**src/hdl/lrk4_pkg.sv**
```systemverilog
package lrk4_pkg;

  // Number format: signed Q11.20 in one 32-bit word
  localparam int WORD_BITS = 32;
  localparam int FRAC_BITS = 20;

  typedef logic signed [WORD_BITS-1:0] word_t;

  localparam word_t WORD_MAX = {1'b0, {(WORD_BITS-1){1'b1}}};
  localparam word_t WORD_MIN = {1'b1, {(WORD_BITS-1){1'b0}}};

  // Register reset values
  localparam logic [30:0] SIGMA_RESET = 31'd10485760;
  localparam logic [30:0] RHO_RESET   = 31'd29360128;
  localparam logic [30:0] BETA_RESET  = 31'd2796203;
  localparam logic [30:0] DT_RESET    = 31'd104858;
  localparam word_t       START_RESET = 32'sd10485760;

  // Register indexes on the configuration port
  localparam logic [2:0] REG_SIGMA   = 3'd0;
  localparam logic [2:0] REG_RHO     = 3'd1;
  localparam logic [2:0] REG_BETA    = 3'd2;
  localparam logic [2:0] REG_DT      = 3'd3;
  localparam logic [2:0] REG_START_X = 3'd4;
  localparam logic [2:0] REG_START_Y = 3'd5;
  localparam logic [2:0] REG_START_Z = 3'd6;

  // Reciprocal for divide by 3 and by 6 of a 32-bit unsigned value
  localparam logic [31:0] RECIP3     = 32'hAAAAAAAB;
  localparam int          DIV3_SHIFT = 33;
  localparam int          DIV6_SHIFT = 34;

  // Operations of the shared unit
  typedef enum logic [2:0] {
    OP_ADD,
    OP_SUB,
    OP_MUL,
    OP_DIV3,
    OP_DIV6
  } op_kind_e;

  // Operand and destination codes
  typedef enum logic [4:0] {
    R_PX, R_PY, R_PZ,
    R_QX, R_QY, R_QZ,
    R_DX, R_DY, R_DZ,
    R_KX, R_KY, R_KZ,
    R_VX, R_VY, R_VZ,
    R_T0, R_T1,
    R_H3, R_H6, R_HH, R_DT,
    R_SG, R_RG, R_BG
  } opnd_e;

  typedef struct packed {
    op_kind_e kind;
    opnd_e    src_a;
    opnd_e    src_b;
    opnd_e    dst;
  } op_t;

  localparam int PROG_LEN  = 80;
  localparam int PC_BITS   = $clog2(PROG_LEN);
  localparam logic [PC_BITS-1:0] PROG_LAST = PC_BITS'(PROG_LEN - 1);

  // Micro-program of one RK4 step. The probe point Q holds P at the start.
  function automatic op_t prog_op(input logic [PC_BITS-1:0] pc);
    op_t r;
    begin
      case (pc)
        // step fractions dt/3 and dt/6
        7'd0:  r = '{OP_DIV3, R_DT, R_DT, R_H3};
        7'd1:  r = '{OP_DIV6, R_DT, R_DT, R_H6};
        // k1 = f(Q)
        7'd2:  r = '{OP_SUB, R_QY, R_QX, R_T0};
        7'd3:  r = '{OP_MUL, R_SG, R_T0, R_KX};
        7'd4:  r = '{OP_MUL, R_RG, R_QX, R_T0};
        7'd5:  r = '{OP_SUB, R_T0, R_QY, R_T0};
        7'd6:  r = '{OP_MUL, R_QX, R_QZ, R_T1};
        7'd7:  r = '{OP_SUB, R_T0, R_T1, R_KY};
        7'd8:  r = '{OP_MUL, R_QX, R_QY, R_T0};
        7'd9:  r = '{OP_MUL, R_BG, R_QZ, R_T1};
        7'd10: r = '{OP_SUB, R_T0, R_T1, R_KZ};
        // V = P + dt/6 * k1
        7'd11: r = '{OP_MUL, R_H6, R_KX, R_T0};
        7'd12: r = '{OP_ADD, R_PX, R_T0, R_VX};
        7'd13: r = '{OP_MUL, R_H6, R_KY, R_T0};
        7'd14: r = '{OP_ADD, R_PY, R_T0, R_VY};
        7'd15: r = '{OP_MUL, R_H6, R_KZ, R_T0};
        7'd16: r = '{OP_ADD, R_PZ, R_T0, R_VZ};
        // Q = P + dt/2 * k1
        7'd17: r = '{OP_MUL, R_HH, R_KX, R_T0};
        7'd18: r = '{OP_ADD, R_PX, R_T0, R_QX};
        7'd19: r = '{OP_MUL, R_HH, R_KY, R_T0};
        7'd20: r = '{OP_ADD, R_PY, R_T0, R_QY};
        7'd21: r = '{OP_MUL, R_HH, R_KZ, R_T0};
        7'd22: r = '{OP_ADD, R_PZ, R_T0, R_QZ};
        // k2 = f(Q)
        7'd23: r = '{OP_SUB, R_QY, R_QX, R_T0};
        7'd24: r = '{OP_MUL, R_SG, R_T0, R_DX};
        7'd25: r = '{OP_MUL, R_RG, R_QX, R_T0};
        7'd26: r = '{OP_SUB, R_T0, R_QY, R_T0};
        7'd27: r = '{OP_MUL, R_QX, R_QZ, R_T1};
        7'd28: r = '{OP_SUB, R_T0, R_T1, R_DY};
        7'd29: r = '{OP_MUL, R_QX, R_QY, R_T0};
        7'd30: r = '{OP_MUL, R_BG, R_QZ, R_T1};
        7'd31: r = '{OP_SUB, R_T0, R_T1, R_DZ};
        // V += dt/3 * k2
        7'd32: r = '{OP_MUL, R_H3, R_DX, R_T0};
        7'd33: r = '{OP_ADD, R_VX, R_T0, R_VX};
        7'd34: r = '{OP_MUL, R_H3, R_DY, R_T0};
        7'd35: r = '{OP_ADD, R_VY, R_T0, R_VY};
        7'd36: r = '{OP_MUL, R_H3, R_DZ, R_T0};
        7'd37: r = '{OP_ADD, R_VZ, R_T0, R_VZ};
        // Q = P + dt/2 * k2
        7'd38: r = '{OP_MUL, R_HH, R_DX, R_T0};
        7'd39: r = '{OP_ADD, R_PX, R_T0, R_QX};
        7'd40: r = '{OP_MUL, R_HH, R_DY, R_T0};
        7'd41: r = '{OP_ADD, R_PY, R_T0, R_QY};
        7'd42: r = '{OP_MUL, R_HH, R_DZ, R_T0};
        7'd43: r = '{OP_ADD, R_PZ, R_T0, R_QZ};
        // k3 = f(Q)
        7'd44: r = '{OP_SUB, R_QY, R_QX, R_T0};
        7'd45: r = '{OP_MUL, R_SG, R_T0, R_DX};
        7'd46: r = '{OP_MUL, R_RG, R_QX, R_T0};
        7'd47: r = '{OP_SUB, R_T0, R_QY, R_T0};
        7'd48: r = '{OP_MUL, R_QX, R_QZ, R_T1};
        7'd49: r = '{OP_SUB, R_T0, R_T1, R_DY};
        7'd50: r = '{OP_MUL, R_QX, R_QY, R_T0};
        7'd51: r = '{OP_MUL, R_BG, R_QZ, R_T1};
        7'd52: r = '{OP_SUB, R_T0, R_T1, R_DZ};
        // V += dt/3 * k3
        7'd53: r = '{OP_MUL, R_H3, R_DX, R_T0};
        7'd54: r = '{OP_ADD, R_VX, R_T0, R_VX};
        7'd55: r = '{OP_MUL, R_H3, R_DY, R_T0};
        7'd56: r = '{OP_ADD, R_VY, R_T0, R_VY};
        7'd57: r = '{OP_MUL, R_H3, R_DZ, R_T0};
        7'd58: r = '{OP_ADD, R_VZ, R_T0, R_VZ};
        // Q = P + dt * k3
        7'd59: r = '{OP_MUL, R_DT, R_DX, R_T0};
        7'd60: r = '{OP_ADD, R_PX, R_T0, R_QX};
        7'd61: r = '{OP_MUL, R_DT, R_DY, R_T0};
        7'd62: r = '{OP_ADD, R_PY, R_T0, R_QY};
        7'd63: r = '{OP_MUL, R_DT, R_DZ, R_T0};
        7'd64: r = '{OP_ADD, R_PZ, R_T0, R_QZ};
        // k4 = f(Q)
        7'd65: r = '{OP_SUB, R_QY, R_QX, R_T0};
        7'd66: r = '{OP_MUL, R_SG, R_T0, R_DX};
        7'd67: r = '{OP_MUL, R_RG, R_QX, R_T0};
        7'd68: r = '{OP_SUB, R_T0, R_QY, R_T0};
        7'd69: r = '{OP_MUL, R_QX, R_QZ, R_T1};
        7'd70: r = '{OP_SUB, R_T0, R_T1, R_DY};
        7'd71: r = '{OP_MUL, R_QX, R_QY, R_T0};
        7'd72: r = '{OP_MUL, R_BG, R_QZ, R_T1};
        7'd73: r = '{OP_SUB, R_T0, R_T1, R_DZ};
        // V += dt/6 * k4
        7'd74: r = '{OP_MUL, R_H6, R_DX, R_T0};
        7'd75: r = '{OP_ADD, R_VX, R_T0, R_VX};
        7'd76: r = '{OP_MUL, R_H6, R_DY, R_T0};
        7'd77: r = '{OP_ADD, R_VY, R_T0, R_VY};
        7'd78: r = '{OP_MUL, R_H6, R_DZ, R_T0};
        7'd79: r = '{OP_ADD, R_VZ, R_T0, R_VZ};
        default: r = '{OP_MUL, R_T0, R_T0, R_T1};
      endcase
      return r;
    end
  endfunction

endpackage

```
**src/hdl/lorenz_rk4_integrator.sv**
```systemverilog
// Lorenz system integrator: each accepted input beat advances the point
// (x, y, z) by one fourth-order Runge-Kutta step and returns one output beat
// holding the point before the step, the derivative there, and a flag that
// is set when any add, subtract or multiply of that step saturated. All
// values are signed Q11.20; products round to nearest, ties away from zero.
// A beat with restart set reloads the configured start point first. The
// arithmetic runs on one shared unit (one 32x32 multiplier and one 33-bit
// adder) stepped by an 80-entry micro-program: an add or subtract is
// written back from the op state, a multiply from a second state after the
// product register. Input stalls until the result is in the output
// register. A result may sit unread while the next step runs; the step
// then waits at its end until the output register is free.
module lorenz_rk4_integrator (
  input  logic        clk_i,
  input  logic        rst_ni,
  // input channel
  input  logic        in_valid_i,
  output logic        in_stall_o,
  input  logic        restart_i,
  // output channel
  output logic        out_valid_o,
  input  logic        out_stall_i,
  output logic signed [31:0] pos_x_out_o,
  output logic signed [31:0] pos_y_out_o,
  output logic signed [31:0] pos_z_out_o,
  output logic signed [31:0] deriv_x_o,
  output logic signed [31:0] deriv_y_o,
  output logic signed [31:0] deriv_z_o,
  output logic        overflow_o,
  // configuration port
  input  logic        psel,
  input  logic        penable,
  input  logic        pwrite,
  input  logic [4:0]  paddr,
  input  logic [31:0] pwdata,
  output logic [31:0] prdata,
  output logic        pready
);

  localparam logic [1:0] ST_IDLE = 2'd0;
  localparam logic [1:0] ST_OP   = 2'd1;
  localparam logic [1:0] ST_MUL2 = 2'd2;
  localparam logic [1:0] ST_DONE = 2'd3;

  localparam int PROD_BITS = 2 * lrk4_pkg::WORD_BITS;
  localparam int QUOT_BITS = PROD_BITS + 1 - lrk4_pkg::FRAC_BITS;

  // configuration registers
  logic [30:0]      sigma_q, rho_q, beta_q, dt_q;
  lrk4_pkg::word_t  start_x_q, start_y_q, start_z_q;

  // sequencer
  logic [1:0]                      state_q;
  logic [lrk4_pkg::PC_BITS-1:0]    pc_q;
  lrk4_pkg::op_t                   op_cur;
  logic                            sat_q;

  // working values
  lrk4_pkg::word_t px_q, py_q, pz_q;
  lrk4_pkg::word_t qx_q, qy_q, qz_q;
  lrk4_pkg::word_t dx_q, dy_q, dz_q;
  lrk4_pkg::word_t kx_q, ky_q, kz_q;
  lrk4_pkg::word_t vx_q, vy_q, vz_q;
  lrk4_pkg::word_t t0_q, t1_q, h3_q, h6_q;

  // shared unit
  lrk4_pkg::word_t        opa, opb;
  logic signed [32:0]     sum_w;
  logic                   add_ovf;
  lrk4_pkg::word_t        add_res;
  logic [31:0]            mul_a, mul_b;
  logic [PROD_BITS-1:0]   prod_q;
  logic                   neg_q;
  logic [PROD_BITS:0]     rnd_w;
  logic [QUOT_BITS-1:0]   quot_w, limit_w;
  logic                   mul_ovf;
  lrk4_pkg::word_t        mul_res;
  logic                   wr_en;
  lrk4_pkg::word_t        wr_data;
  logic                   sat_hit;

  // output register
  logic            out_valid_q;
  lrk4_pkg::word_t out_px_q, out_py_q, out_pz_q;
  lrk4_pkg::word_t out_dx_q, out_dy_q, out_dz_q;
  logic            out_ovf_q;

  logic in_fire, out_free, cfg_wr;

  assign in_stall_o = (state_q != ST_IDLE);
  assign in_fire    = in_valid_i && !in_stall_o;
  assign out_free   = !out_valid_q || !out_stall_i;
  assign cfg_wr     = psel && penable && pwrite && pready;
  assign pready     = 1'b1;

  // configuration write
  always_ff @(posedge clk_i or negedge rst_ni) begin
    if (!rst_ni) begin
      sigma_q   <= lrk4_pkg::SIGMA_RESET;
      rho_q     <= lrk4_pkg::RHO_RESET;
      beta_q    <= lrk4_pkg::BETA_RESET;
      dt_q      <= lrk4_pkg::DT_RESET;
      start_x_q <= lrk4_pkg::START_RESET;
      start_y_q <= lrk4_pkg::START_RESET;
      start_z_q <= lrk4_pkg::START_RESET;
    end else if (cfg_wr) begin
      case (paddr[4:2])
        lrk4_pkg::REG_SIGMA:   sigma_q   <= pwdata[30:0];
        lrk4_pkg::REG_RHO:     rho_q     <= pwdata[30:0];
        lrk4_pkg::REG_BETA:    beta_q    <= pwdata[30:0];
        lrk4_pkg::REG_DT:      dt_q      <= pwdata[30:0];
        lrk4_pkg::REG_START_X: start_x_q <= pwdata;
        lrk4_pkg::REG_START_Y: start_y_q <= pwdata;
        lrk4_pkg::REG_START_Z: start_z_q <= pwdata;
        default: ;
      endcase
    end
  end

  // configuration read
  always_comb begin
    case (paddr[4:2])
      lrk4_pkg::REG_SIGMA:   prdata = {1'b0, sigma_q};
      lrk4_pkg::REG_RHO:     prdata = {1'b0, rho_q};
      lrk4_pkg::REG_BETA:    prdata = {1'b0, beta_q};
      lrk4_pkg::REG_DT:      prdata = {1'b0, dt_q};
      lrk4_pkg::REG_START_X: prdata = start_x_q;
      lrk4_pkg::REG_START_Y: prdata = start_y_q;
      lrk4_pkg::REG_START_Z: prdata = start_z_q;
      default:               prdata = '0;
    endcase
  end

  // operand fetch
  function automatic lrk4_pkg::word_t pick(input lrk4_pkg::opnd_e s);
    lrk4_pkg::word_t v;
    begin
      case (s)
        lrk4_pkg::R_PX: v = px_q;
        lrk4_pkg::R_PY: v = py_q;
        lrk4_pkg::R_PZ: v = pz_q;
        lrk4_pkg::R_QX: v = qx_q;
        lrk4_pkg::R_QY: v = qy_q;
        lrk4_pkg::R_QZ: v = qz_q;
        lrk4_pkg::R_DX: v = dx_q;
        lrk4_pkg::R_DY: v = dy_q;
        lrk4_pkg::R_DZ: v = dz_q;
        lrk4_pkg::R_KX: v = kx_q;
        lrk4_pkg::R_KY: v = ky_q;
        lrk4_pkg::R_KZ: v = kz_q;
        lrk4_pkg::R_VX: v = vx_q;
        lrk4_pkg::R_VY: v = vy_q;
        lrk4_pkg::R_VZ: v = vz_q;
        lrk4_pkg::R_T0: v = t0_q;
        lrk4_pkg::R_T1: v = t1_q;
        lrk4_pkg::R_H3: v = h3_q;
        lrk4_pkg::R_H6: v = h6_q;
        lrk4_pkg::R_HH: v = {2'b00, dt_q[30:1]};
        lrk4_pkg::R_DT: v = {1'b0, dt_q};
        lrk4_pkg::R_SG: v = {1'b0, sigma_q};
        lrk4_pkg::R_RG: v = {1'b0, rho_q};
        lrk4_pkg::R_BG: v = {1'b0, beta_q};
        default:        v = '0;
      endcase
      return v;
    end
  endfunction

  assign op_cur = lrk4_pkg::prog_op(pc_q);

  always_comb begin
    opa = pick(op_cur.src_a);
    opb = pick(op_cur.src_b);
  end

  // saturating add and subtract
  always_comb begin
    if (op_cur.kind == lrk4_pkg::OP_SUB) begin
      sum_w = {opa[31], opa} - {opb[31], opb};
    end else begin
      sum_w = {opa[31], opa} + {opb[31], opb};
    end
    add_ovf = sum_w[32] ^ sum_w[31];
    if (add_ovf) begin
      add_res = sum_w[32] ? lrk4_pkg::WORD_MIN : lrk4_pkg::WORD_MAX;
    end else begin
      add_res = sum_w[31:0];
    end
  end

  // multiplier inputs: magnitudes, or dividend and reciprocal
  always_comb begin
    case (op_cur.kind)
      lrk4_pkg::OP_DIV3: begin
        mul_a = {1'b0, dt_q} + 32'd1;
        mul_b = lrk4_pkg::RECIP3;
      end
      lrk4_pkg::OP_DIV6: begin
        mul_a = {1'b0, dt_q} + 32'd3;
        mul_b = lrk4_pkg::RECIP3;
      end
      default: begin
        mul_a = opa[31] ? 32'(-opa) : 32'(opa);
        mul_b = opb[31] ? 32'(-opb) : 32'(opb);
      end
    endcase
  end

  // round to nearest and saturate the registered product
  always_comb begin
    rnd_w   = {1'b0, prod_q} + ((PROD_BITS + 1)'(1) << (lrk4_pkg::FRAC_BITS - 1));
    quot_w  = rnd_w[PROD_BITS:lrk4_pkg::FRAC_BITS];
    limit_w = neg_q ? (QUOT_BITS)'(33'h080000000) : (QUOT_BITS)'(33'h07FFFFFFF);
    mul_ovf = (quot_w > limit_w);
    if (mul_ovf) begin
      mul_res = neg_q ? lrk4_pkg::WORD_MIN : lrk4_pkg::WORD_MAX;
    end else begin
      mul_res = neg_q ? -quot_w[31:0] : quot_w[31:0];
    end
  end

  // select the write-back value
  always_comb begin
    wr_en   = 1'b0;
    wr_data = add_res;
    sat_hit = 1'b0;
    case (state_q)
      ST_OP: begin
        if (op_cur.kind == lrk4_pkg::OP_ADD || op_cur.kind == lrk4_pkg::OP_SUB) begin
          wr_en   = 1'b1;
          sat_hit = add_ovf;
        end
      end
      ST_MUL2: begin
        wr_en = 1'b1;
        case (op_cur.kind)
          lrk4_pkg::OP_DIV3: wr_data = 32'(prod_q[PROD_BITS-1:lrk4_pkg::DIV3_SHIFT]);
          lrk4_pkg::OP_DIV6: wr_data = 32'(prod_q[PROD_BITS-1:lrk4_pkg::DIV6_SHIFT]);
          default: begin
            wr_data = mul_res;
            sat_hit = mul_ovf;
          end
        endcase
      end
      default: ;
    endcase
  end

  // sequencer
  always_ff @(posedge clk_i or negedge rst_ni) begin
    if (!rst_ni) begin
      state_q <= ST_IDLE;
      pc_q    <= '0;
      sat_q   <= 1'b0;
    end else begin
      case (state_q)
        ST_IDLE: begin
          if (in_fire) begin
            state_q <= ST_OP;
            pc_q    <= '0;
            sat_q   <= 1'b0;
          end
        end
        ST_OP: begin
          if (wr_en) begin
            sat_q <= sat_q | sat_hit;
            if (pc_q == lrk4_pkg::PROG_LAST) begin
              state_q <= ST_DONE;
            end else begin
              pc_q <= pc_q + 1'b1;
            end
          end else begin
            state_q <= ST_MUL2;
          end
        end
        ST_MUL2: begin
          sat_q <= sat_q | sat_hit;
          if (pc_q == lrk4_pkg::PROG_LAST) begin
            state_q <= ST_DONE;
          end else begin
            pc_q    <= pc_q + 1'b1;
            state_q <= ST_OP;
          end
        end
        ST_DONE: begin
          if (out_free) begin
            state_q <= ST_IDLE;
          end
        end
        default: state_q <= ST_IDLE;
      endcase
    end
  end

  // product register
  always_ff @(posedge clk_i) begin
    if (state_q == ST_OP) begin
      prod_q <= PROD_BITS'(mul_a) * PROD_BITS'(mul_b);
      neg_q  <= opa[31] ^ opb[31];
    end
  end

  // point: reload on restart, advance at the end of the step
  always_ff @(posedge clk_i or negedge rst_ni) begin
    if (!rst_ni) begin
      px_q <= lrk4_pkg::START_RESET;
      py_q <= lrk4_pkg::START_RESET;
      pz_q <= lrk4_pkg::START_RESET;
    end else if (in_fire && restart_i) begin
      px_q <= start_x_q;
      py_q <= start_y_q;
      pz_q <= start_z_q;
    end else if (state_q == ST_DONE && out_free) begin
      px_q <= vx_q;
      py_q <= vy_q;
      pz_q <= vz_q;
    end
  end

  // scratch values
  always_ff @(posedge clk_i) begin
    if (in_fire) begin
      qx_q <= restart_i ? start_x_q : px_q;
      qy_q <= restart_i ? start_y_q : py_q;
      qz_q <= restart_i ? start_z_q : pz_q;
    end else if (wr_en) begin
      case (op_cur.dst)
        lrk4_pkg::R_QX: qx_q <= wr_data;
        lrk4_pkg::R_QY: qy_q <= wr_data;
        lrk4_pkg::R_QZ: qz_q <= wr_data;
        default: ;
      endcase
    end
  end

  always_ff @(posedge clk_i) begin
    if (wr_en) begin
      case (op_cur.dst)
        lrk4_pkg::R_DX: dx_q <= wr_data;
        lrk4_pkg::R_DY: dy_q <= wr_data;
        lrk4_pkg::R_DZ: dz_q <= wr_data;
        lrk4_pkg::R_KX: kx_q <= wr_data;
        lrk4_pkg::R_KY: ky_q <= wr_data;
        lrk4_pkg::R_KZ: kz_q <= wr_data;
        lrk4_pkg::R_VX: vx_q <= wr_data;
        lrk4_pkg::R_VY: vy_q <= wr_data;
        lrk4_pkg::R_VZ: vz_q <= wr_data;
        lrk4_pkg::R_T0: t0_q <= wr_data;
        lrk4_pkg::R_T1: t1_q <= wr_data;
        lrk4_pkg::R_H3: h3_q <= wr_data;
        lrk4_pkg::R_H6: h6_q <= wr_data;
        default: ;
      endcase
    end
  end

  // output register: drop a taken beat, load a finished step
  always_ff @(posedge clk_i or negedge rst_ni) begin
    if (!rst_ni) begin
      out_valid_q <= 1'b0;
    end else if (state_q == ST_DONE && out_free) begin
      out_valid_q <= 1'b1;
    end else if (!out_stall_i) begin
      out_valid_q <= 1'b0;
    end
  end

  always_ff @(posedge clk_i) begin
    if (state_q == ST_DONE && out_free) begin
      out_px_q  <= px_q;
      out_py_q  <= py_q;
      out_pz_q  <= pz_q;
      out_dx_q  <= kx_q;
      out_dy_q  <= ky_q;
      out_dz_q  <= kz_q;
      out_ovf_q <= sat_q;
    end
  end

  assign out_valid_o = out_valid_q;
  assign pos_x_out_o = out_px_q;
  assign pos_y_out_o = out_py_q;
  assign pos_z_out_o = out_pz_q;
  assign deriv_x_o   = out_dx_q;
  assign deriv_y_o   = out_dy_q;
  assign deriv_z_o   = out_dz_q;
  assign overflow_o  = out_ovf_q;

`ifndef SYNTHESIS
  a_start_runs: assert property (@(posedge clk_i) disable iff (!rst_ni)
    in_fire |=> (state_q == ST_OP && pc_q == '0))
    else $error("accepted beat did not start the program");

  a_mul_from_op: assert property (@(posedge clk_i) disable iff (!rst_ni)
    (state_q == ST_MUL2) |-> ($past(state_q) == ST_OP && $stable(pc_q)))
    else $error("multiply second cycle entered out of sequence");

  a_pc_range: assert property (@(posedge clk_i) disable iff (!rst_ni)
    (state_q == ST_OP || state_q == ST_MUL2) |-> (pc_q <= lrk4_pkg::PROG_LAST))
    else $error("program counter ran past the last op");

  a_result_source: assert property (@(posedge clk_i) disable iff (!rst_ni)
    $rose(out_valid_q) |-> ($past(state_q) == ST_DONE))
    else $error("result shown without a finished step");

  a_done_leaves: assert property (@(posedge clk_i) disable iff (!rst_ni)
    (state_q == ST_DONE && out_free) |=> (state_q == ST_IDLE && out_valid_q))
    else $error("finished step not handed to the output");
`endif

endmodule
```
**config.mk**
```make
export PLATFORM = sky130hd
export DESIGN_NAME = lorenz_rk4_integrator
export DESIGN_NICKNAME = d
export VERILOG_FILES = /design/src/hdl/lrk4_pkg.sv /design/src/hdl/lorenz_rk4_integrator.sv
export SDC_FILE = /design/constraint.sdc
export NUM_CORES = 2
export LEC_CHECK = 0
export ABC_AREA = 1
export BUFFER_PORTS_ARGS = -buffer_cell sky130_fd_sc_hd__buf_2
export CORE_UTILIZATION = 29
export DETAILED_ROUTE_END_ITERATION = 6
export GPL_TIMING_DRIVEN = 0
export PLACE_DENSITY_LB_ADDON = 0.3
export RECOVER_POWER = 100
export SETUP_SLACK_MARGIN = 0.1
export SYNTH_ARGS = -nofsm -noshare
export SYNTH_HDL_FRONTEND = slang
export SYNTH_SLANG_ARGS = --single-unit
```
**constraint.sdc**
```tcl
create_clock -name clk_i -period 10.4 [get_ports clk_i]
set_input_delay 2.08 -clock clk_i [delete_from_list [all_inputs] [get_ports clk_i]]
set_output_delay 2.08 -clock clk_i [all_outputs]
set_load 0.03 [all_outputs]
```
==> flow_summary.toml <==
[status]
status = "complete, but fails checks"
violated_checks = "DRC, capacitance limit, slew limit, setup timing"

[worst_hold_path]
hold_path_class = "reg2reg"

[die]
die_outline_area_um2 = 326000
floorplan.initialDensity_pct = 29.2
die_h_um = 571
placementRows = 208
core_um2 = 321000
dieWidth_um = 571
ioPinCount = 273

[global_routing]
grt_first_pass_wirelength_um = 710000
globalRouteOverflowTotal = 0
maximum_number_of_pins_on_one_net_before_global_route_repair = 109
grt_pass1_vias = 84900
number_of_antenna_violations_at_the_first_check_in_global_routing = 24
all_layer_global_routing_usage_pct = 31.6

[synthesis]
synth-async-reset-ratio_pct = 30.3
postSynthCellCount = 11300
synth-main-ff-cell = "edfxtp_1"
synthMuxAreaShare_pct = 0
synth_area_per_cell_um2 = 8.28
synth_edf_count = 751
combinational_family_with_the_most_area_after_synthesis = "adder cells"
share_of_the_yosys_chip_area_belonging_to_registers_pct = 32.8
synth.distinct_cells = 73
synthAdderAreaFrac_pct = 23.8
synth_nets = 12600
synth_warnings = 0
syn_area_um2 = 93800
synth-compound-area-share_pct = 10.9
synthXorXnorAreaFrac_pct = 1.60
synth-simple-area-share_pct = 20.5
total_of_flip_flops_plus_latches_after_synthesis = 1078

[final_layout]
layout_commonest_cell = "nand2_1"
mostFrequentLayoutCells = "2269 x nand2_1, 1777 x inv_1, 1075 x nor2_1"
syn_to_final_growth_pct = 25.0
finish.cell_count_without_fillers = 16600
nNetsFinal = 13500
drive_above_1_share_pct = 20.0
largest_register_ff_count = 45
top_register = "prod_q"

[timing]
max_freq_mhz = 84.8
slew_viol_final = 374
slew-limit-headroom_pct = -250
finalCritPeriodShare_pct = 113
finalCriticalPeriod_ps = 11790
timing.setup.tns_ps = -46470
timing.final.hold_violations = 0
finalClockSkew_ps = 99.6
setup_ws_final_ps = -1390
worst_slew_pin_slew_ps = 5250
finalSetupViolations = 45
unrepaired_setup_endpoints_after_global_routing = "true"

[drt]
remaining_antenna_violation_count_after_routing = 0
drtIter0Drc = 13900
post_drt_via_cell_ratio = 5.55
first_pass_iters = 7
vias = 92300
drc = 10
detail_route.wl_per_cell_um = 32.1
drt_wl_total_um = 533000

[setup_path]
cpLargestDelayFamily = "adder cells"
cp.required_ps = 11020
worst-setup-path-type = "reg2reg"
critPathArrivalTime_ps = 12400
crit_buf_inv = 15
path_max_fanout = 10
timing.critical_path.slowest_stage_cell = "fa_2"
critical_path.startpoint_type = "flop"
end_kind = "flop"
critical-path-max-stage-delay_ps = 570

[placement]
hpwlAfterDp_um = 429000
port_buffers = 268
numPlacedInstances = 15900
place.gp.congestion = 1.07

[pwr]
p_total_mw = 10.6
cellPowerDensity_nw_per_um2 = 90.7
worst_vdd_rail_ir_drop_mv = 0.151
leakagePower_nw = 53.1

[clock_network]
clk_path_buf_depth = 3
clock-sinks = 1078
clock_latency_ps = 860
tritoncts.num_buffers = 119
tritoncts_clock_tree = "done"
htreeDepth = 3
clock_tree.root_cell = "clkbuf_16"
postCtsHoldBufs = 0
clkSlewWorstSetupHoldPaths_ps = 60

[flow_run]
timing.max_cap.violations = 10
metal layers:
layer,GRT usage [%],up-vias,part of all wire (%)
li1,-,38200,-
met1,41.9,46100,39
met2,44.6,6736,40
met3,10.0,1301,13
met4,19.1,14,7.8
met5,0,-,0.029
cell type report:
class / instances / area (um2)
inverter: 1956 / 7620
multi-input combinational: 7804 / 58700
buffer: 485 / 4060
fill: 33400 / 204000
sequential: 1078 / 30800
timing repair buffer: 759 / 6220
clock buffer: 144 / 3220
tap: 4305 / 5390
antenna: 13 / 32.5
clock inverter: 83 / 1220
final timing paths:
kind,from,endpoint,slack (ps),cells after the start
max reg2reg,pc_q[2],prod_q[60],-1390,53
min in group asynchronous,rst_ni,out_valid_o,3140,1
max,pc_q[2],prod_q[60],-1390,53
min reg2reg,ky_q[27],deriv_y_o[27],440,0
max in group asynchronous,rst_ni,start_z_q[30],1140,2
min,ky_q[27],deriv_y_o[27],440,0
synth_stat cells (all sizes together), types with 3 or more instances:
cell,n,area [um2]
buf,248,1520
o22ai,216,1350
clkbuf,238,896
dfrtp,289,7230
clkinv,11,41.3
nand2,2503,9550
o21ai,733,3700
ha,349,4370
nand3,552,2880
nor3,86,497
nand4,92,576
dfstp,38,998
o21a,14,105
a2111o,9,101
o21bai,10,86.3
nand3b,10,75.1
nor4,33,213
fa,897,18000
a221oi,73,639
and3,8,50.1
o31ai,6,45.0
xor2,147,1290
inv,1945,7300
xnor2,24,210
o311ai,3,26.3
or2,8,50.1
a31oi,89,557
a22oi,38,285
a21o,4,30.0
a21boi,36,274
a211oi,25,198
edfxtp,751,22600
o2111ai,27,236
a22o,12,105
nor3b,3,22.5
a21oi,354,1780
nor2,1353,5270
o221ai,52,455
o211ai,23,173
power breakdown:
part	switching (mW)	total, mW	internal (mW)
Sequential	0.211	4.96	4.75
Clock	2.08	4.89	2.81
Combinational	0.627	0.779	0.152
Total	2.92	10.6	7.72
kinds of logic (layout without fill, tap and decap cells):
group | count (synthesis) | in the layout
flops | 1078 | 1078
other cells | 1 | 14
fa+ha+maj | 1246 | 1246
compound gates | 1733 | 1733
buf+inv | 2442 | 3427
xor+xnor | 171 | 171
simple gates | 4651 | 4653
timing repair:
item,CTS,global route
gates resized for setup,1073,934
pin swaps,131,308
cloned,0,6
setup endpoints to repair,365,45
buffers inserted,166,272
per-stage QoR:
step           area, um2  worst slack [ps]  hold WS [ps]  util, %
4_1_cts           112000             -1400           436     34.7
6_report          117000             -1390           438     36.5
3_3_place_gp      101000             -4640           468     31.3
5_1_grt           117000             -1600           446     36.5
2_1_floorplan      93900               112           426        -
3_5_place_dp      102000             -4270           477     31.7
Power figures use the tool's default switching activity.
